===== config.mk =====
export PLATFORM = sky130hd
export DESIGN_NAME = partition_fit_allocator_unit_flat
export DESIGN_NICKNAME = d
export VERILOG_FILES = /design/src/sv/pfa_pkg.sv /design/src/sv/pfa_cfg_if.sv /design/src/sv/pfa_req_if.sv /design/src/sv/pfa_rsp_if.sv /design/src/sv/partition_fit_allocator_unit.sv /design/src/flat_wrapper.sv
export VERILOG_INCLUDE_DIRS = /design/src /design/src/sv
export SDC_FILE = /design/constraint.sdc
export NUM_CORES = 1
export LEC_CHECK = 0
export BUFFER_PORTS_ARGS = -buffer_cell sky130_fd_sc_hd__buf_2
export CAP_MARGIN = 20
export CELL_PAD_IN_SITES_DETAIL_PLACEMENT = 2
export CELL_PAD_IN_SITES_GLOBAL_PLACEMENT = 2
export CORE_MARGIN = 2
export CORE_UTILIZATION = 47
export CTS_CLUSTER_DIAMETER = 50
export DETAILED_ROUTE_END_ITERATION = 12
export GPL_TIMING_DRIVEN = 0
export PLACE_DENSITY = 0.81
export SYNTH_ARGS = -nofsm -noshare
export SYNTH_HDL_FRONTEND = slang
export SYNTH_SLANG_ARGS = --single-unit

===== constraint.sdc =====
create_clock -name clk_i -period 6.4 [get_ports clk_i]
set_clock_uncertainty 0.05 [all_clocks]
set_input_delay 0.32 -clock clk_i [delete_from_list [all_inputs] [get_ports clk_i]]
set_output_delay 0.32 -clock clk_i [all_outputs]
set_load 0.05 [all_outputs]

===== src/sv/partition_fit_allocator_unit_assert.svh =====
// Assertion macros used by the partition allocator RTL.
`ifndef PARTITION_FIT_ALLOCATOR_UNIT_ASSERT_SVH
`define PARTITION_FIT_ALLOCATOR_UNIT_ASSERT_SVH

// Clocked property check, disabled while reset is asserted.
`define PFA_ASSERT(lbl, prop, msg) \
  lbl: assert property (@(posedge clk_i) disable iff (!rst_ni) (prop)) else $error(msg);

// Check that a condition never occurs outside reset.
`define PFA_ASSERT_NEVER(lbl, cond, msg) \
  `PFA_ASSERT(lbl, !(cond), msg)

`endif


===== src/sv/pfa_pkg.sv =====
// Shared types and constants of the partition allocator.
`default_nettype none

package pfa_pkg;

  // Width of a partition size and of a requested amount.
  localparam int AMT_W = 16;

  // Width of the placement rule register.
  localparam int POL_W = 2;

  // Request operation codes.
  typedef enum logic {
    OP_LOAD  = 1'b0,
    OP_ALLOC = 1'b1
  } op_e;

  // Placement rules; the unused code behaves as first fit.
  typedef enum logic [POL_W-1:0] {
    FIT_FIRST = 2'd0,
    FIT_BEST  = 2'd1,
    FIT_WORST = 2'd2
  } fit_policy_e;

  // Response status codes.
  typedef enum logic [1:0] {
    STAT_DONE  = 2'd0,
    STAT_NOFIT = 2'd1,
    STAT_FULL  = 2'd2
  } status_e;

  // Sequencer states.
  typedef enum logic [2:0] {
    S_IDLE,
    S_SCAN,
    S_DECIDE,
    S_SPLIT,
    S_REPLY
  } state_e;

endpackage

`default_nettype wire


===== src/sv/pfa_cfg_if.sv =====
// Configuration write channel carrying the placement rule.
`default_nettype none

interface pfa_cfg_if import pfa_pkg::*; ();
  logic             valid;
  logic             ready;
  logic [POL_W-1:0] fit_policy;

  modport source (output valid, output fit_policy, input ready);
  modport sink (input valid, input fit_policy, output ready);
endinterface

`default_nettype wire


===== src/sv/pfa_req_if.sv =====
// Request channel: load a hole or allocate a block.
`default_nettype none

interface pfa_req_if import pfa_pkg::*; #(
  parameter int ADDR_W  = 16,
  parameter int OWNER_W = 8
) ();
  logic               valid;
  logic               ready;
  logic               op;
  logic [OWNER_W-1:0] owner_id;
  logic [ADDR_W-1:0]  hole_base;
  logic [AMT_W-1:0]   amount;

  modport source (output valid, output op, output owner_id, output hole_base,
                  output amount, input ready);
  modport sink (input valid, input op, input owner_id, input hole_base,
                input amount, output ready);
endinterface

`default_nettype wire


===== src/sv/pfa_rsp_if.sv =====
// Response channel: status and granted base address.
`default_nettype none

interface pfa_rsp_if #(
  parameter int ADDR_W = 16
) ();
  logic              valid;
  logic              ready;
  logic [1:0]        status;
  logic [ADDR_W-1:0] granted_base;

  modport source (output valid, output status, output granted_base, input ready);
  modport sink (input valid, input status, input granted_base, output ready);
endinterface

`default_nettype wire


===== src/sv/partition_fit_allocator_unit.sv =====
// Partition table allocator with first, best and worst fit placement.
// A load, or an allocation with a zero amount or an empty table, passes from idle to the reply
// state, and the next request is accepted once the reply state has moved the result out.
// An allocation scans the n partitions in use, one per cycle, then passes the decide state
// (and the split state on a split) and the reply state; a held response stalls it.
// Reset (async, active low) empties the table and selects first fit.
`default_nettype none

`include "partition_fit_allocator_unit_assert.svh"

module partition_fit_allocator_unit import pfa_pkg::*; #(
  parameter int ENTRIES = 16,
  parameter int ADDR_W  = 16,
  parameter int OWNER_W = 8
) (
  input  logic       clk_i,
  input  logic       rst_ni,
  pfa_cfg_if.sink    cfg_i,
  pfa_req_if.sink    req_i,
  pfa_rsp_if.source  rsp_o
);

  localparam int IW    = $clog2(ENTRIES);
  localparam int FW    = $clog2(ENTRIES + 1);
  localparam int SUM_W = (ADDR_W > AMT_W) ? ADDR_W : AMT_W;
  localparam logic [FW-1:0] FULL_CNT = FW'(ENTRIES);

  typedef struct packed {
    logic               taken;
    logic [OWNER_W-1:0] owner;
    logic [AMT_W-1:0]   size;
    logic [ADDR_W-1:0]  base;
  } slot_t;

  // Partition table memory and its ports.
  slot_t          mem_q [ENTRIES];
  logic           mem_we;
  logic [IW-1:0]  mem_wa;
  slot_t          mem_wd;
  logic           mem_re;
  logic [IW-1:0]  mem_ra;
  slot_t          rd_data_q;

  // Control state.
  state_e         state_q, state_d;
  logic [POL_W-1:0] policy_q;
  logic [FW-1:0]  fill_q, fill_d;
  logic [FW-1:0]  scan_q, scan_d;
  logic           rd_vld_q, rd_vld_d;
  logic           best_vld_q, best_vld_d;
  logic           rsp_valid_q, rsp_valid_d;

  // Datapath registers.
  logic [IW-1:0]      cmp_idx_q, cmp_idx_d;
  logic [IW-1:0]      best_idx_q, best_idx_d;
  logic [AMT_W-1:0]   best_size_q, best_size_d;
  logic [ADDR_W-1:0]  best_base_q, best_base_d;
  logic [OWNER_W-1:0] owner_q, owner_d;
  logic [AMT_W-1:0]   amt_q, amt_d;
  status_e            pend_status_q, pend_status_d;
  logic [ADDR_W-1:0]  pend_base_q, pend_base_d;
  status_e            rsp_status_q, rsp_status_d;
  logic [ADDR_W-1:0]  rsp_base_q, rsp_base_d;

  logic               req_fire;
  logic               out_free;
  logic               cand;
  logic               better;
  logic [SUM_W-1:0]   hole_sum;

  // Synchronous table memory with a registered read.
  always_ff @(posedge clk_i) begin
    if (mem_we) begin
      mem_q[mem_wa] <= mem_wd;
    end
    if (mem_re) begin
      rd_data_q <= mem_q[mem_ra];
    end
  end

  assign cfg_i.ready  = 1'b1;
  assign req_i.ready  = (state_q == S_IDLE);
  assign req_fire     = req_i.valid && req_i.ready;
  assign out_free     = !rsp_valid_q || rsp_o.ready;

  assign rsp_o.valid        = rsp_valid_q;
  assign rsp_o.status       = rsp_status_q;
  assign rsp_o.granted_base = rsp_base_q;

  // The entry just read is a candidate when it is free and large enough.
  assign cand = rd_vld_q && !rd_data_q.taken && (rd_data_q.size >= amt_q);

  // Placement rule: does the entry just read beat the current choice?
  always_comb begin
    if (!best_vld_q) begin
      better = 1'b1;
    end else begin
      unique case (policy_q)
        FIT_BEST: begin
          if (rd_data_q.size != best_size_q) begin
            better = rd_data_q.size < best_size_q;
          end else begin
            better = rd_data_q.base < best_base_q;
          end
        end
        FIT_WORST: begin
          if (rd_data_q.size != best_size_q) begin
            better = rd_data_q.size > best_size_q;
          end else begin
            better = rd_data_q.base > best_base_q;
          end
        end
        default: begin
          better = rd_data_q.base < best_base_q;
        end
      endcase
    end
  end

  // Base of the leftover hole wraps at the top of the address range.
  assign hole_sum = SUM_W'(best_base_q) + SUM_W'(amt_q);

  // Sequencer: next state, memory accesses and result staging.
  always_comb begin
    state_d       = state_q;
    fill_d        = fill_q;
    scan_d        = scan_q;
    rd_vld_d      = 1'b0;
    best_vld_d    = best_vld_q;
    cmp_idx_d     = cmp_idx_q;
    best_idx_d    = best_idx_q;
    best_size_d   = best_size_q;
    best_base_d   = best_base_q;
    owner_d       = owner_q;
    amt_d         = amt_q;
    pend_status_d = pend_status_q;
    pend_base_d   = pend_base_q;
    rsp_valid_d   = rsp_valid_q && !rsp_o.ready;
    rsp_status_d  = rsp_status_q;
    rsp_base_d    = rsp_base_q;
    mem_we        = 1'b0;
    mem_wa        = '0;
    mem_wd        = '0;
    mem_re        = 1'b0;
    mem_ra        = '0;

    unique case (state_q)
      S_IDLE: begin
        if (req_fire) begin
          owner_d     = OWNER_W'(req_i.owner_id);
          amt_d       = req_i.amount;
          pend_base_d = '0;
          state_d     = S_REPLY;
          if (req_i.op == OP_LOAD) begin
            // A load with a nonzero amount writes a free hole into the next unused slot, if there is one.
            pend_status_d = STAT_DONE;
            if (req_i.amount != '0) begin
              if (fill_q == FULL_CNT) begin
                pend_status_d = STAT_FULL;
              end else begin
                mem_we       = 1'b1;
                mem_wa       = fill_q[IW-1:0];
                mem_wd.taken = 1'b0;
                mem_wd.owner = '0;
                mem_wd.size  = req_i.amount;
                mem_wd.base  = ADDR_W'(req_i.hole_base);
                fill_d       = fill_q + FW'(1);
              end
            end
          end else if ((req_i.amount == '0) || (fill_q == '0)) begin
            pend_status_d = STAT_NOFIT;
          end else begin
            // Start the table scan at entry zero.
            mem_re     = 1'b1;
            mem_ra     = '0;
            rd_vld_d   = 1'b1;
            cmp_idx_d  = '0;
            scan_d     = FW'(1);
            best_vld_d = 1'b0;
            state_d    = S_SCAN;
          end
        end
      end

      S_SCAN: begin
        // Issue the next read while comparing the entry read last cycle.
        if (scan_q < fill_q) begin
          mem_re    = 1'b1;
          mem_ra    = scan_q[IW-1:0];
          rd_vld_d  = 1'b1;
          cmp_idx_d = scan_q[IW-1:0];
          scan_d    = scan_q + FW'(1);
        end
        if (cand && better) begin
          best_vld_d  = 1'b1;
          best_idx_d  = cmp_idx_q;
          best_size_d = rd_data_q.size;
          best_base_d = rd_data_q.base;
        end
        if (rd_vld_q && (FW'(cmp_idx_q) == (fill_q - FW'(1)))) begin
          state_d = S_DECIDE;
        end
      end

      S_DECIDE: begin
        state_d     = S_REPLY;
        pend_base_d = '0;
        if (!best_vld_q) begin
          pend_status_d = STAT_NOFIT;
        end else if (best_size_q == amt_q) begin
          // Exact fit: mark the partition taken, no hole is left.
          mem_we        = 1'b1;
          mem_wa        = best_idx_q;
          mem_wd.taken  = 1'b1;
          mem_wd.owner  = owner_q;
          mem_wd.size   = best_size_q;
          mem_wd.base   = best_base_q;
          pend_status_d = STAT_DONE;
          pend_base_d   = best_base_q;
        end else if (fill_q == FULL_CNT) begin
          pend_status_d = STAT_FULL;
        end else begin
          // Split: the remainder becomes a new hole first.
          mem_we       = 1'b1;
          mem_wa       = fill_q[IW-1:0];
          mem_wd.taken = 1'b0;
          mem_wd.owner = '0;
          mem_wd.size  = best_size_q - amt_q;
          mem_wd.base  = hole_sum[ADDR_W-1:0];
          fill_d       = fill_q + FW'(1);
          state_d      = S_SPLIT;
        end
      end

      S_SPLIT: begin
        // Shrink the chosen partition to the granted front part.
        mem_we        = 1'b1;
        mem_wa        = best_idx_q;
        mem_wd.taken  = 1'b1;
        mem_wd.owner  = owner_q;
        mem_wd.size   = amt_q;
        mem_wd.base   = best_base_q;
        pend_status_d = STAT_DONE;
        pend_base_d   = best_base_q;
        state_d       = S_REPLY;
      end

      S_REPLY: begin
        // Move the result into the output register once it is free.
        if (out_free) begin
          rsp_valid_d  = 1'b1;
          rsp_status_d = pend_status_q;
          rsp_base_d   = pend_base_q;
          state_d      = S_IDLE;
        end
      end

      default: begin
        state_d = S_IDLE;
      end
    endcase
  end

  // Control registers.
  always_ff @(posedge clk_i or negedge rst_ni) begin
    if (!rst_ni) begin
      state_q     <= S_IDLE;
      policy_q    <= FIT_FIRST;
      fill_q      <= '0;
      scan_q      <= '0;
      rd_vld_q    <= 1'b0;
      best_vld_q  <= 1'b0;
      rsp_valid_q <= 1'b0;
    end else begin
      state_q     <= state_d;
      fill_q      <= fill_d;
      scan_q      <= scan_d;
      rd_vld_q    <= rd_vld_d;
      best_vld_q  <= best_vld_d;
      rsp_valid_q <= rsp_valid_d;
      if (cfg_i.valid && cfg_i.ready) begin
        policy_q <= cfg_i.fit_policy;
      end
    end
  end

  // Datapath registers.
  always_ff @(posedge clk_i) begin
    cmp_idx_q     <= cmp_idx_d;
    best_idx_q    <= best_idx_d;
    best_size_q   <= best_size_d;
    best_base_q   <= best_base_d;
    owner_q       <= owner_d;
    amt_q         <= amt_d;
    pend_status_q <= pend_status_d;
    pend_base_q   <= pend_base_d;
    rsp_status_q  <= rsp_status_d;
    rsp_base_q    <= rsp_base_d;
  end

  // The fill count never passes the table depth.
  `PFA_ASSERT(a_fill_bound, fill_q <= FULL_CNT, "fill count beyond table depth")
  // The fill count only grows, one slot at a time.
  `PFA_ASSERT(a_fill_step, fill_q != $past(fill_q) |-> fill_q == $past(fill_q) + FW'(1),
              "fill count moved by other than one")
  // No table write while a scan reads it.
  `PFA_ASSERT_NEVER(a_no_write_in_scan, (state_q == S_SCAN) && mem_we,
                    "table written during scan")
  // A failed request reports a zero base.
  `PFA_ASSERT(a_fail_zero_base, rsp_valid_q && (rsp_status_q != STAT_DONE) |-> rsp_base_q == '0,
              "nonzero base on a failed request")
  // A new response is only loaded from the reply state.
  `PFA_ASSERT(a_rsp_from_reply, $rose(rsp_valid_q) |-> $past(state_q) == S_REPLY,
              "response raised outside reply state")

endmodule

`default_nettype wire


===== src/flat_wrapper.sv =====
// flat-port wrapper written by rule: the top's interface ports become plain ports
module partition_fit_allocator_unit_flat import pfa_pkg::*;
#(
  parameter int ENTRIES = 16,
  parameter int ADDR_W  = 16,
  parameter int OWNER_W = 8
)
  (clk_i, rst_ni, cfg_i_valid, cfg_i_fit_policy, cfg_i_ready, req_i_valid, req_i_op, req_i_owner_id, req_i_hole_base, req_i_amount, req_i_ready, rsp_o_valid, rsp_o_status, rsp_o_granted_base, rsp_o_ready);
  pfa_cfg_if cfg_i_i ();
  pfa_req_if #(.ADDR_W(ADDR_W), .OWNER_W(OWNER_W)) req_i_i ();
  pfa_rsp_if #(.ADDR_W(ADDR_W)) rsp_o_i ();
  input  logic clk_i;
  input  logic rst_ni;
  input wire logic [$bits(cfg_i_i.valid)-1:0] cfg_i_valid;
  input wire logic [$bits(cfg_i_i.fit_policy)-1:0] cfg_i_fit_policy;
  output wire logic [$bits(cfg_i_i.ready)-1:0] cfg_i_ready;
  input wire logic [$bits(req_i_i.valid)-1:0] req_i_valid;
  input wire logic [$bits(req_i_i.op)-1:0] req_i_op;
  input wire logic [$bits(req_i_i.owner_id)-1:0] req_i_owner_id;
  input wire logic [$bits(req_i_i.hole_base)-1:0] req_i_hole_base;
  input wire logic [$bits(req_i_i.amount)-1:0] req_i_amount;
  output wire logic [$bits(req_i_i.ready)-1:0] req_i_ready;
  output wire logic [$bits(rsp_o_i.valid)-1:0] rsp_o_valid;
  output wire logic [$bits(rsp_o_i.status)-1:0] rsp_o_status;
  output wire logic [$bits(rsp_o_i.granted_base)-1:0] rsp_o_granted_base;
  input wire logic [$bits(rsp_o_i.ready)-1:0] rsp_o_ready;
  assign cfg_i_i.valid = cfg_i_valid;
  assign cfg_i_i.fit_policy = cfg_i_fit_policy;
  assign cfg_i_ready = cfg_i_i.ready;
  assign req_i_i.valid = req_i_valid;
  assign req_i_i.op = req_i_op;
  assign req_i_i.owner_id = req_i_owner_id;
  assign req_i_i.hole_base = req_i_hole_base;
  assign req_i_i.amount = req_i_amount;
  assign req_i_ready = req_i_i.ready;
  assign rsp_o_valid = rsp_o_i.valid;
  assign rsp_o_status = rsp_o_i.status;
  assign rsp_o_granted_base = rsp_o_i.granted_base;
  assign rsp_o_i.ready = rsp_o_ready;
  partition_fit_allocator_unit #(.ENTRIES(ENTRIES), .ADDR_W(ADDR_W), .OWNER_W(OWNER_W)) u_core (.clk_i(clk_i), .rst_ni(rst_ni), .cfg_i(cfg_i_i), .req_i(req_i_i), .rsp_o(rsp_o_i));
endmodule

# Yosys cells after proc, flatten, opt, wreduce, memory -nomap -nowiden

Memories as Yosys holds them, arrays and structs flattened. A register that Yosys moved wholly into a read port is not among the register bits.
Index checks and enable logic that the tools add are counted.

Register bits: 118
Latch bits: 0
Memory bits (writable): 656
Bits in read-only memories: 0
Input port bits: 48
Output and inout port bits: 21
Logic and storage cells: 160
Memories kept: 1

Add/subtract/negate cells: 5
Multipliers: 0
Div/mod/pow operators: 0
$lt $le $gt $ge: 6
Equality and inequality tests: 23
Shifts and indexed selects: 0
Multiplexer cells: 81
Bitwise logic cells: 0
Reduce and logical (&&, ||, !) cells: 27

Memory list:

| name         | depth | bits a word | rd ports | clocked after memory_dff | wr ports | RTL line                           | RTL |
|---|---|---|---|---|---|---|---|
| u_core.mem_q | 16    | 41          | 1        | 1                        | 1        | partition_fit_allocator_unit.sv:36 | `slot_t mem_q [ENTRIES];` |

Operators by type and width:

| kind                  | number |
|---|---|
| $mux W41              | 5 |
| $pmux W41 S3          | 1 |
| $mux W32              | 2 |
| $mux W5               | 10 |
| $mux W16              | 3 |
| $mux W4               | 12 |
| $pmux W16 S3          | 1 |
| $gt A16 B16 Y1        | 2 |
| $lt A16 B16 Y1        | 2 |
| $mux W3               | 8 |
| $mux W1               | 21 |
| $pmux W5 S2           | 2 |
| $add A16 B16 Y16      | 1 |
| $eq A16 B16 Y1        | 1 |
| $ge A16 B16 Y1        | 1 |
| $logic_not A16 Y1     | 1 |
| $mux W2               | 8 |
| $ne A16 B16 Y1        | 1 |
| $reduce_bool A16 Y1   | 1 |
| $sub A16 B16 Y16      | 1 |
| $pmux W3 S5           | 1 |
| $ne A2 B2 Y1 const B  | 6 |
| $pmux W4 S3           | 1 |
| $add A5 B1 Y5 const B | 2 |
| 28 further kinds      | 48 |

# Depth between registers and ports, before layout

Gate-level depths: netlist (run 1).

Depth after elaboration: 8
Depth in mapped cells: 13
Mapped depth without buffers: 11

# Worst setup path after synthesis (run 1)

OpenSTA, ideal clock, no wires.

Path type: register -> register
Start point: register u_core.amt_q[0]
End point: register u_core.best_base_q[0], enable pin
Library setup time: 0.484 ns
Data arrival time: 4.513 ns
Data required time: 5.866 ns
Setup slack: 1.353 ns
Stages on the path, launching flop included: 9
Buffers on the path: 0
Clock period less this slack: 5.047 ns
Cells stage by stage: edfxtp_1 > ha_1 > nand2b_1 > a21o_1 > a211oi_1 > o21ai_0 > a31oi_1 > or4b_2 > a211oi_1

Longest elaborated chain between the ends: 4

RTL lines:

| item                        | RTL line                            | RTL |
|---|---|---|
| start, declared             | partition_fit_allocator_unit.sv:59  | `logic [AMT_W-1:0] amt_q, amt_d;` |
| start signal, assigned      | partition_fit_allocator_unit.sv:294 | `amt_q <= amt_d;` |
| $ge A16 B16 Y1              | partition_fit_allocator_unit.sv:91  | `assign cand = rd_vld_q && !rd_data_q.taken && (rd_data_q.size >= amt_q);` |
| $logic_and A1 B1 Y1         | partition_fit_allocator_unit.sv:91  |  |
| $logic_and A1 B1 Y1         | partition_fit_allocator_unit.sv:194 | `if (cand && better) begin` |
| $reduce_and A2 Y1 (no line) | -                                   |  |
| end signal, assigned        | partition_fit_allocator_unit.sv:292 | `best_base_q <= best_base_d;` |
| end, declared               | partition_fit_allocator_unit.sv:57  | `logic [ADDR_W-1:0] best_base_q, best_base_d;` |

Every way passes these cells.
A chain may end at the register's enable or synchronous reset.

# Final worst setup path (run 1)

Start point: register u_core.fill_q[0]
End point: memory u_core.mem_q[15][17] (netlist bit), enable pin

Longest elaborated chain between the ends: 8
Elaborated cells on any way between the ends: 17
Classes of those cells: eq/ne: 1; mux: 16

RTL lines:

| item                          | RTL line                                                                 | RTL |
|---|---|---|
| start, declared               | partition_fit_allocator_unit.sv:47                                       | `logic [FW-1:0] fill_q, fill_d;` |
| start signal, assigned        | partition_fit_allocator_unit.sv:276                                      | `fill_q <= fill_d;` |
| $eq A5 B5 Y1                  | partition_fit_allocator_unit.sv:158, partition_fit_allocator_unit.sv:220 |  |
| $mux W1                       | partition_fit_allocator_unit.sv:158, partition_fit_allocator_unit.sv:220 |  |
| $mux W1                       | partition_fit_allocator_unit.sv:157                                      | `if (req_i.amount != '0) begin` |
| $mux W1                       | partition_fit_allocator_unit.sv:154                                      | `if (req_i.op == OP_LOAD) begin` |
| $mux W1                       | partition_fit_allocator_unit.sv:149                                      | `if (req_fire) begin` |
| $pmux W1 S3                   | partition_fit_allocator_unit.sv:147                                      | `unique case (state_q)` |
| $mux W1                       | partition_fit_allocator_unit.sv:73                                       | `if (mem_we) begin` |
| $mux W1 (implied by the code) | partition_fit_allocator_unit.sv:74                                       | `mem_q[mem_wa] <= mem_wd;` |
| end, declared                 | partition_fit_allocator_unit.sv:36                                       |  |

Parallel ways exist; a longest one is shown, timed or not.

==> flow_metrics.tcl, run 1 <==
set metrics [dict create \
    chipHeight_um 249 \
    synth_edf_count 653 \
    cts_tree "done" \
    place_ws_ns 1.33 \
    violations "max-capacitance violations, max-slew violations" \
    antenna_found_initial 11 \
    ios 69 \
    ant_nets 0 \
    nNetsFinal 2043 \
    clk_path_buf_depth 3 \
    grt_max_degree 37 \
    finalWirelength_um 133000 \
    async_flop_share_pct 2.68 \
    synthCells 1702 \
    core.rowCount 89 \
    power.total_w 0.0147 \
    maxCapViolations 1 \
    clk_pin_slew_ns 0.08 \
    grt_pass1_vias 21900 \
    ys.flop_type "edfxtp_1" \
    cpLargestDelayFamily "simple AND/OR/NAND/NOR gates" \
    yosys_warnings 0 \
    setup_ws_ns 0.369 \
    placed_cell_area_um2 30300 \
    cts-resized-gates 0 \
    whs_ns 0.125 \
    finalSetupViolCount 0 \
    cp-end-kind "register" \
    worst_r2r_path_depth 9 \
    critPathCapture "u_core.mem_q[15][17]" \
    root_buffer "clkbuf_16" \
    critical_path.max_stage_delay_ns 1.45 \
    crit_type "reg -> reg" \
    grt_util_all_layers_pct 42.8 \
    p_per_area_nw_per_um2 444 \
    rsz0062_at_grt "no" \
    critPathBufInv 3 \
    drive_gt1_share_pct 18.3 \
    cp_max_fo 17 \
    synth_nets 1839 \
    final_cell_mix "edfxtp_1 (653), ha_1 (87), clkbuf_16 (84)" \
    drtPass1Iterations 6 \
    cts_setup_buffers 0 \
    coreArea_um2 59200 \
    crit_path_cell_trace "inv_1 > ha_1 > inv_1 > nor4_1 > nor4_2 > o21ai_0 > o21ai_0 > nor2b_4 > buf_16" \
    worst_ep_arrival_time_ns 6.32 \
    status "finished with violations" \
    wl_per_cell_um 48.6 \
    ys_types 75 \
    fin_crit_ns 6.03 \
    ys_ff_latch 671 \
    syn_to_final_growth_pct 17.6 \
    netlist_area_um2 28300 \
    vias 21000 \
    gp_congestion 0.886 \
    start_util_pct 47.7 \
    fin_crit_sh_pct 94.2 \
    die_w_um 249 \
    r2r_slack_ns 0.37 \
    drc 0 \
    stdcell_area_um2 33300 \
    p_leak_nw 11.2 \
    hpwl_um 75000 \
    cts_max_level 3 \
    crit_path_start "u_core.fill_q[0]" \
    irDropWorstVdd_uv 209 \
    final_common_cell "edfxtp_1" \
    tightest_slew_ns 1.81 \
    yosysSeqAreaShare_pct 70.9 \
    critPathLaunchType "register" \
    clkSinkCount 671 \
    cp.required_ns 6.68 \
    avgSynthCellArea_um2 16.6 \
    reg2reg_to "u_core.mem_q[15][17]" \
    min_path_type "in -> reg" \
    cp_slowest_cell "nor4_2" \
    fp.dieArea_um2 62200 \
    final-hold-violation-count 0 \
    slew_headroom_pct -22.0 \
    clk_latency_ns 0.66 \
    max_clock_freq_mhz 166 \
    cts_buffers 79 \
    drt_iter0_markers 3173 \
    viasPerCell 7.64 \
    r2r_start "u_core.fill_q[0]" \
    grt.overflow.total 0 \
    grt_pass1_wl_um 186000 \
    cp.depth 9 \
    finish.utilization_pct 56.1 \
    drv_slew 7 \
    port_buffers 59 \
]
-- where the power goes --
| part | switching, W | leakage, nW | internal (W) |
|---|---|---|---|
| Clock | 0.00222 | 1.28 | 0.00268 |
| Sequential | 0.000378 | 6.29 | 0.00535 |
| Combinational | 0.00295 | 3.67 | 0.00117 |
-- worst register-to-register path: stages (launching register included) --
cell,delay [ns]
dfrtp_1,0.65
inv_1,0.23
ha_1,0.34
inv_1,0.14
nor4_1,0.13
nor4_2,1.45
o21ai_0,0.67
o21ai_0,0.82
nor2b_4,0.93
buf_16,0.27
-- cells by family (layout without fill, tap and decap cells) --
kind of cell	Yosys count	after routing	share of synthesized area [%]
compound gates	408	408	10.8
buf+inv	167	438	2.58
fa+ha+maj	89	89	3.99
mux	70	70	5.41
xor+xnor	38	38	1.18
flops	671	671	70.9
simple gates	258	258	5.10
other cells	1	3	0.0133
-- flip-flops by register name, indices dropped and copies added (netlist names), 2 cells and up --
name                       cells
u_core.pend_status_q           2
u_core.scan_q                  5
u_core.fill_q                  5
u_core.best_idx_q              4
u_core.mem_q                 528
u_core.state_q                 3
u_core.policy_q                2
u_core.pend_base_q            16
u_core.rsp_o.granted_base     16
u_core.best_size_q            16
u_core.rsp_o.status            2
u_core.best_base_q            16
u_core.cmp_idx_q               4
u_core.rd_data_q              33
u_core.amt_q                  16
-- repair_timing --
item	CTS	global route
setup endpoints to repair	0	0
endpoints found under the hold margin	38	0
hold buffers	24	0
-- final cells by class --
type	count	area (µm²)
diodes	2	5.00
plain buffers	91	444
clock buffers	97	2160
clock inverters	51	474
fillers	5062	26000
inverters	76	287
multi-input cells	864	7660
flip-flops and latches	671	20100
well taps	773	967
repair buffers	123	1200
-- worst min path at each step --
stage	from	to	slack (ns)	depth (start not counted)
3_5_place_dp	rst_ni	u_core.state_q[1]	0.27	1
3_3_place_gp	rst_ni	u_core.fill_q[3]	0.26	1
2_1_floorplan	rst_ni	u_core.best_vld_q	-0.03	0
4_1_cts	req_i_op	u_core.pend_status_q[1]	0.10	2
5_1_grt	req_i_op	u_core.pend_status_q[0]	0.11	2
6_report	req_i_op	u_core.pend_status_q[0]	0.12	2
-- synth_stat cells (all sizes together) (40+ instances only) --
library cell  instances  share of area [%]
a21oi                56               0.99
a221o                40                1.4
clkbuf               64               0.85
edfxtp              653                 69
ha                   87                3.8
inv                  75                1.0
mux4                 66                5.3
nor2                 58               0.80
o211ai               69                1.8
o21ai                57                1.0
o221ai               67                2.1
or3                  70                1.6
-- routing by layer --
| metal | wire [µm] | part of all wire [%] | GRT usage (%) |
|---|---|---|---|
| met4 | 10600 | 7.9 | 27.0 |
| met3 | 15600 | 12 | 12.6 |
| met5 | 111 | 0.083 | 0.0772 |
| met1 | 45900 | 34 | 51.6 |
| met2 | 61300 | 46 | 67.9 |
-- stage by stage --
step                      setup TNS [ns]  instances
after floorplan                        0       1702
after global placement           -117.16       2534
after detailed placement               0       2573
after CTS                              0       2745
after global routing                   0       2746
final                                  0       2748
(Power assumes the default switching activity.)
==> run 2, diff against run 1 <==
--- a/config.mk
+++ b/config.mk
@@ -11,11 +11,11 @@
 export CELL_PAD_IN_SITES_DETAIL_PLACEMENT = 2
 export CELL_PAD_IN_SITES_GLOBAL_PLACEMENT = 2
 export CORE_MARGIN = 2
-export CORE_UTILIZATION = 47
+export CORE_UTILIZATION = 41
 export CTS_CLUSTER_DIAMETER = 50
 export DETAILED_ROUTE_END_ITERATION = 12
 export GPL_TIMING_DRIVEN = 0
-export PLACE_DENSITY = 0.81
+export PLACE_DENSITY = 0.72
 export SYNTH_ARGS = -nofsm -noshare
 export SYNTH_HDL_FRONTEND = slang
 export SYNTH_SLANG_ARGS = --single-unit
==> flow_metrics.tcl, run 2 (synthesis gave the netlist of run 1 again) <==
set metrics [dict create \
    status "finished clean" \
    maxCapViolations 0 \
    drtPass1Iterations 5 \
    fin_crit_ns 4.96 \
    p_per_area_nw_per_um2 412 \
    ant_nets 0 \
    slew_headroom_pct 27.6 \
    die_w_um 267 \
    drv_slew 0 \
    cts_buffers 78 \
    clkSinkCount 671 \
    crit_type "reg -> reg" \
    port_buffers 59 \
    r2r_slack_ns 1.44 \
    worst_path_most_repeated_cell "nor2_4" \
    grt.overflow.total 0 \
    place_ws_ns 1.54 \
    antenna_found_initial 3 \
    cts_setup_buffers 0 \
    fp.dieArea_um2 71100 \
    tightest_slew_ns 1.08 \
    stdcell_area_um2 33300 \
    pwr-share-clk_pct 32.9 \
    largest_reg_flops 528 \
    vias 18000 \
    p_leak_nw 11.2 \
    critPathLaunchType "register" \
    syn_to_final_growth_pct 17.6 \
    critPathBufInv 4 \
    multi_input_comb_area_um2 7640 \
    grt_util_all_layers_pct 28.4 \
    cpLargestDelayFamily "simple AND/OR/NAND/NOR gates" \
    power.total_w 0.0137 \
    r2r_start "u_core.amt_q[12]" \
    drive_gt1_share_pct 17.5 \
    finalWirelength_um 99600 \
    top_register "u_core.mem_q" \
    crit_path_cell_trace "inv_1 > ha_1 > nand4_1 > or3_4 > nor3_4 > nor2_4 > inv_2 > buf_6 > nor3b_1 > or3_1 > nor2_4 > buf_16" \
    reg2reg_to "u_core.mem_q[4][12]" \
    hold_depth 5 \
    reg_top3 "u_core.mem_q: 528 flops, u_core.rd_data_q: 33 flops" \
    nNetsFinal 2040 \
    clk_latency_ns 0.63 \
    worst_r2r_path_depth 12 \
    register_area_um2 20100 \
    fin_crit_sh_pct 77.5 \
    rsz0062_at_grt "no" \
    cp_max_fo 25 \
    p_sw_w 0.00461 \
    placed_cell_area_um2 30500 \
    setup_ws_ns 1.44 \
    power.share.combinational_pct 26.1 \
    ios 69 \
    setup-tns-final_ns 0 \
    cts_max_level 3 \
    power.internal_w 0.00910 \
    clk_path_buf_depth 3 \
    viasPerCell 6.32 \
    critical_path.max_stage_delay_ns 0.84 \
    final_common_cell "edfxtp_1" \
    crit_path_start "u_core.amt_q[12]" \
    min_path_type "in -> reg" \
    cp-end-kind "register" \
    max_clock_freq_mhz 202 \
    p_sw_share_pct 33.6 \
    clk_pin_slew_ns 0.06 \
    wl_per_cell_um 35.0 \
    nFillCells 6289 \
    grt_pass1_wl_um 144000 \
    irDropWorstVdd_uv 194 \
    start_util_pct 41.3 \
    hpwl_um 67700 \
    coreArea_um2 68500 \
    cp_slowest_cell "nor2_4" \
    cts_tree "done" \
    root_buffer "clkbuf_16" \
    final-hold-violation-count 0 \
    finalSetupViolCount 0 \
    worst_ep_arrival_time_ns 5.22 \
    cp.required_ns 6.66 \
    p_seq_share_pct 41.0 \
    grt_pass1_vias 19500 \
    chipHeight_um 267 \
    hold_end "u_core.state_q[0]" \
    gp_congestion 0.857 \
    drc 0 \
    finish.utilization_pct 48.6 \
    final_cell_mix "edfxtp_1 (653), ha_1 (87), clkbuf_1 (84)" \
    grt_max_degree 37 \
    core.rowCount 96 \
    hp-start "req_i_valid" \
    drt_iter0_markers 1861 \
]
-- run 2: cell count changes in the layout (fill, tap and decap cells not counted), sizes merged --
cell         delta
dlygate4sd3     -3
clkinvlp        -4
clkinv         -10
clkbuf          +9
inv             -2
-- run 2: final cells by class --
cell class | count | share of cell area, %
sequential | 671 | 60.3
multi-input combinational | 864 | 23.0
clock buffer | 105 | 6.48
timing repair buffer | 121 | 3.64
tap | 882 | 3.32
buffer | 91 | 1.33
clock inverter | 35 | 1.11
inverter | 76 | 0.861
antenna | 2 | 0.0150
-- run 2: power groups by stage --
stage               clock network [W]  logic [W]  registers (W)
finish                        0.00451    0.00358        0.00562
global route                  0.00470    0.00380        0.00565
CTS                           0.00458    0.00356        0.00562
detailed placement                  0    0.00344        0.00570
global placement                    0    0.00315        0.00568
floorplan                           0    0.00196        0.00569
-- run 2: worst reg2reg max path, cell delays in order (launching register included) --
cell and delay, ns:
edfxtp_1 0.60, inv_1 0.17, ha_1 0.41, nand4_1 0.15, or3_4 0.44, nor3_4 0.41
nor2_4 0.18, inv_2 0.12, buf_6 0.26, nor3b_1 0.15, or3_1 0.60, nor2_4 0.84
buf_16 0.27
-- run 2: worst max path at each step --
| stage | depth (start not counted) | end | slack [ns] |
|---|---|---|---|
| floorplan | 8 | u_core.best_base_q[0] | 1.35 |
| finish | 12 | u_core.mem_q[4][12] | 1.44 |
| global placement | 9 | u_core.mem_q[0][11] | -1.26 |
| detailed placement | 11 | u_core.mem_q[0][8] | 1.54 |
| global route | 11 | u_core.mem_q[0][4] | 1.29 |
| CTS | 11 | u_core.mem_q[0][4] | 1.52 |
-- run 2: routing by layer --
metal  vias up  global-route usage (%)  part of all wire (%)
met5         -                       0                 0.013
met4         2                    9.85                   3.2
met3       172                    4.20                   5.8
li1       7404                       -                     -
met1      9652                    36.0                    40
met2       774                    49.7                    51
-- run 2: timing repair --
item | 4_1_cts | 5_1_grt
hold buffers | 21 | 0
resized for setup | 0 | 0
endpoints found under the hold margin | 38 | 0
-- run 2: per-stage QoR --
| step | hold slack, ns | instances |
|---|---|---|
| floorplan | -0.0256 | 1702 |
| global placement | 0.261 | 2643 |
| detailed placement | 0.267 | 2682 |
| CTS | 0.0357 | 2843 |
| global route | 0.0975 | 2845 |
| finish | 0.0603 | 2847 |
==> run 3, diff against run 2 <==
--- a/config.mk
+++ b/config.mk
@@ -15,7 +15,7 @@
 export CTS_CLUSTER_DIAMETER = 50
 export DETAILED_ROUTE_END_ITERATION = 12
 export GPL_TIMING_DRIVEN = 0
-export PLACE_DENSITY = 0.72
+export PLACE_DENSITY = 0.75
 export SYNTH_ARGS = -nofsm -noshare
 export SYNTH_HDL_FRONTEND = slang
 export SYNTH_SLANG_ARGS = --single-unit
==> constraint.sdc (replaced) <==
create_clock -name clk_i -period 4.5 [get_ports clk_i]
set_clock_uncertainty 0.05 [all_clocks]
set_input_delay 0.225 -clock clk_i [delete_from_list [all_inputs] [get_ports clk_i]]
set_output_delay 0.225 -clock clk_i [all_outputs]
set_load 0.05 [all_outputs]
==> flow_metrics.tcl, run 3 (synthesis gave the netlist of run 1 again) <==
set metrics [dict create \
    clk_latency_ns 0.67 \
    critPathLaunchType "register" \
    ant_nets 0 \
    root_buffer "clkbuf_16" \
    vias 19200 \
    drive_gt1_share_pct 19.8 \
    setup_ws_ns -0.105 \
    violations "negative setup slack" \
    antenna_found_initial 4 \
    port_buffers 59 \
    ios 69 \
    grt_pass1_vias 20500 \
    drt_iter0_markers 2257 \
    cp-end-kind "register" \
    final-hold-violation-count 0 \
    status "finished with violations" \
    start_util_pct 41.3 \
    die_w_um 267 \
    min_path_type "in -> reg" \
    grt_max_degree 37 \
    drtPass1Iterations 5 \
    register_area_um2 20100 \
    drc 0 \
    grt.overflow.total 0 \
    cp_max_fo 10 \
    core.rowCount 96 \
    clk_pin_slew_ns 0.07 \
    finalSetupViolCount 5 \
    cts_tree "done" \
    final_cell_count_no_fill 2881 \
    tightest_slew_ns 1.13 \
    fin_crit_sh_pct 102 \
    chipHeight_um 267 \
    grt_pass1_wl_um 162000 \
    slew_headroom_pct 24.2 \
    final_cell_mix "edfxtp_1 (653), ha_1 (87), clkbuf_16 (79)" \
    largest_reg_flops 528 \
    syn_to_final_growth_pct 19.7 \
    viasPerCell 6.67 \
    dp_cells 2682 \
    cts_max_level 3 \
    crit_type "reg -> reg" \
    hpwl_um 69400 \
    clkSinkCount 671 \
    nFillCells 6220 \
    maxCapViolations 0 \
    cp.required_ns 4.92 \
    fp.dieArea_um2 71100 \
    clk_path_buf_depth 3 \
    cts_buffers 77 \
    wl_per_cell_um 39.9 \
    max_clock_freq_mhz 217 \
    p_leak_nw 11.4 \
    irDropWorstVdd_uv 285 \
    place_ws_ns -0.472 \
    finalWirelength_um 115000 \
    nNetsFinal 2077 \
    fin_crit_ns 4.60 \
    final_common_cell "edfxtp_1" \
    worst_ep_arrival_time_ns 5.03 \
    reg_top3 "u_core.mem_q: 528 flops, u_core.rd_data_q: 33 flops" \
    p_per_area_nw_per_um2 599 \
    drv_slew 0 \
    gp_congestion 0.882 \
    coreArea_um2 68500 \
    multi_input_comb_area_um2 7690 \
    rsz0062_at_grt "yes" \
    top_register "u_core.mem_q" \
    grt_util_all_layers_pct 32.4 \
]
-- run 3: repair_timing --
action | CTS | global route
buffers inserted | 25 | 10
pin swaps | 12 | 5
hold endpoints to repair | 40 | 1
endpoints found under the setup margin | 462 | 131
resized for setup | 5 | 8
hold buffers | 22 | 1
cloned | 2 | 0
-- run 3: power breakdown --
group          internal, W  total [W]  switching, W
registers          0.00761    0.00805      0.000441
clock network      0.00372    0.00671       0.00299
logic              0.00166    0.00552       0.00386
total               0.0130     0.0203       0.00729
-- run 3: per-stage QoR --
stage	instance area [µm²]	setup TNS, ns	utilization [%]	power (W)	hold WS (ns)
after floorplan	28300	0	-	0.0109	-0.121
after global placement	29700	-996.61	43.4	0.0125	0.164
after detailed placement	30500	-63.01	44.5	0.0131	0.196
after CTS	33700	0	49.2	0.0198	0.0381
after global routing	33800	-0.0179	49.4	0.0207	0.0724
final	33900	-0.140	49.4	0.0203	0.0154
-- run 3: critical path: stages (launching register included) --
cell,delay (ns)
dfrtp_1,0.50
inv_1,0.19
ha_1,0.37
a21o_1,0.20
a31oi_2,0.31
o2111a_1,0.52
nor2b_1,0.25
buf_2,0.24
clkbuf_1,0.59
o221ai_1,0.31
a41oi_1,0.55
a221o_1,0.33
-- run 3: cell type report --
type | instances | area share (%)
sequential | 671 | 59.3
multi-input combinational | 866 | 22.7
clock buffer | 84 | 5.90
timing repair buffer | 157 | 4.97
tap | 882 | 3.26
clock inverter | 52 | 1.70
buffer | 91 | 1.33
inverter | 76 | 0.846
antenna | 2 | 0.0148
-- run 3: per-layer routing --
layer  vias to the layer above  GRT usage, %  share of wire (%)  wire length, µm
met3                       328          5.92                7.5             8670
met2                      1245          54.7                 49            56600
met4                         0          18.3                5.9             6780
met1                     10200          39.4                 37            42900
li1                       7476             -                  -                -
met5                         -             0                  0                0
-- run 3: worst paths after layout --
kind                                         from                       endpoint  slack, ns  depth (start not counted)
setup / recovery                 u_core.fill_q[2]           u_core.rd_data_q[19]      -0.10                         11
hold / removal                        req_i_valid              u_core.state_q[0]       0.02                          5
setup reg to reg                 u_core.fill_q[2]           u_core.rd_data_q[19]      -0.10                         11
hold reg to reg            u_core.pend_base_q[15]  u_core.rsp_o.granted_base[15]       0.37                          0
max in group asynchronous                  rst_ni              u_core.state_q[2]       3.90                          2
min in group asynchronous                  rst_ni                u_core.rd_vld_q       0.09                          2
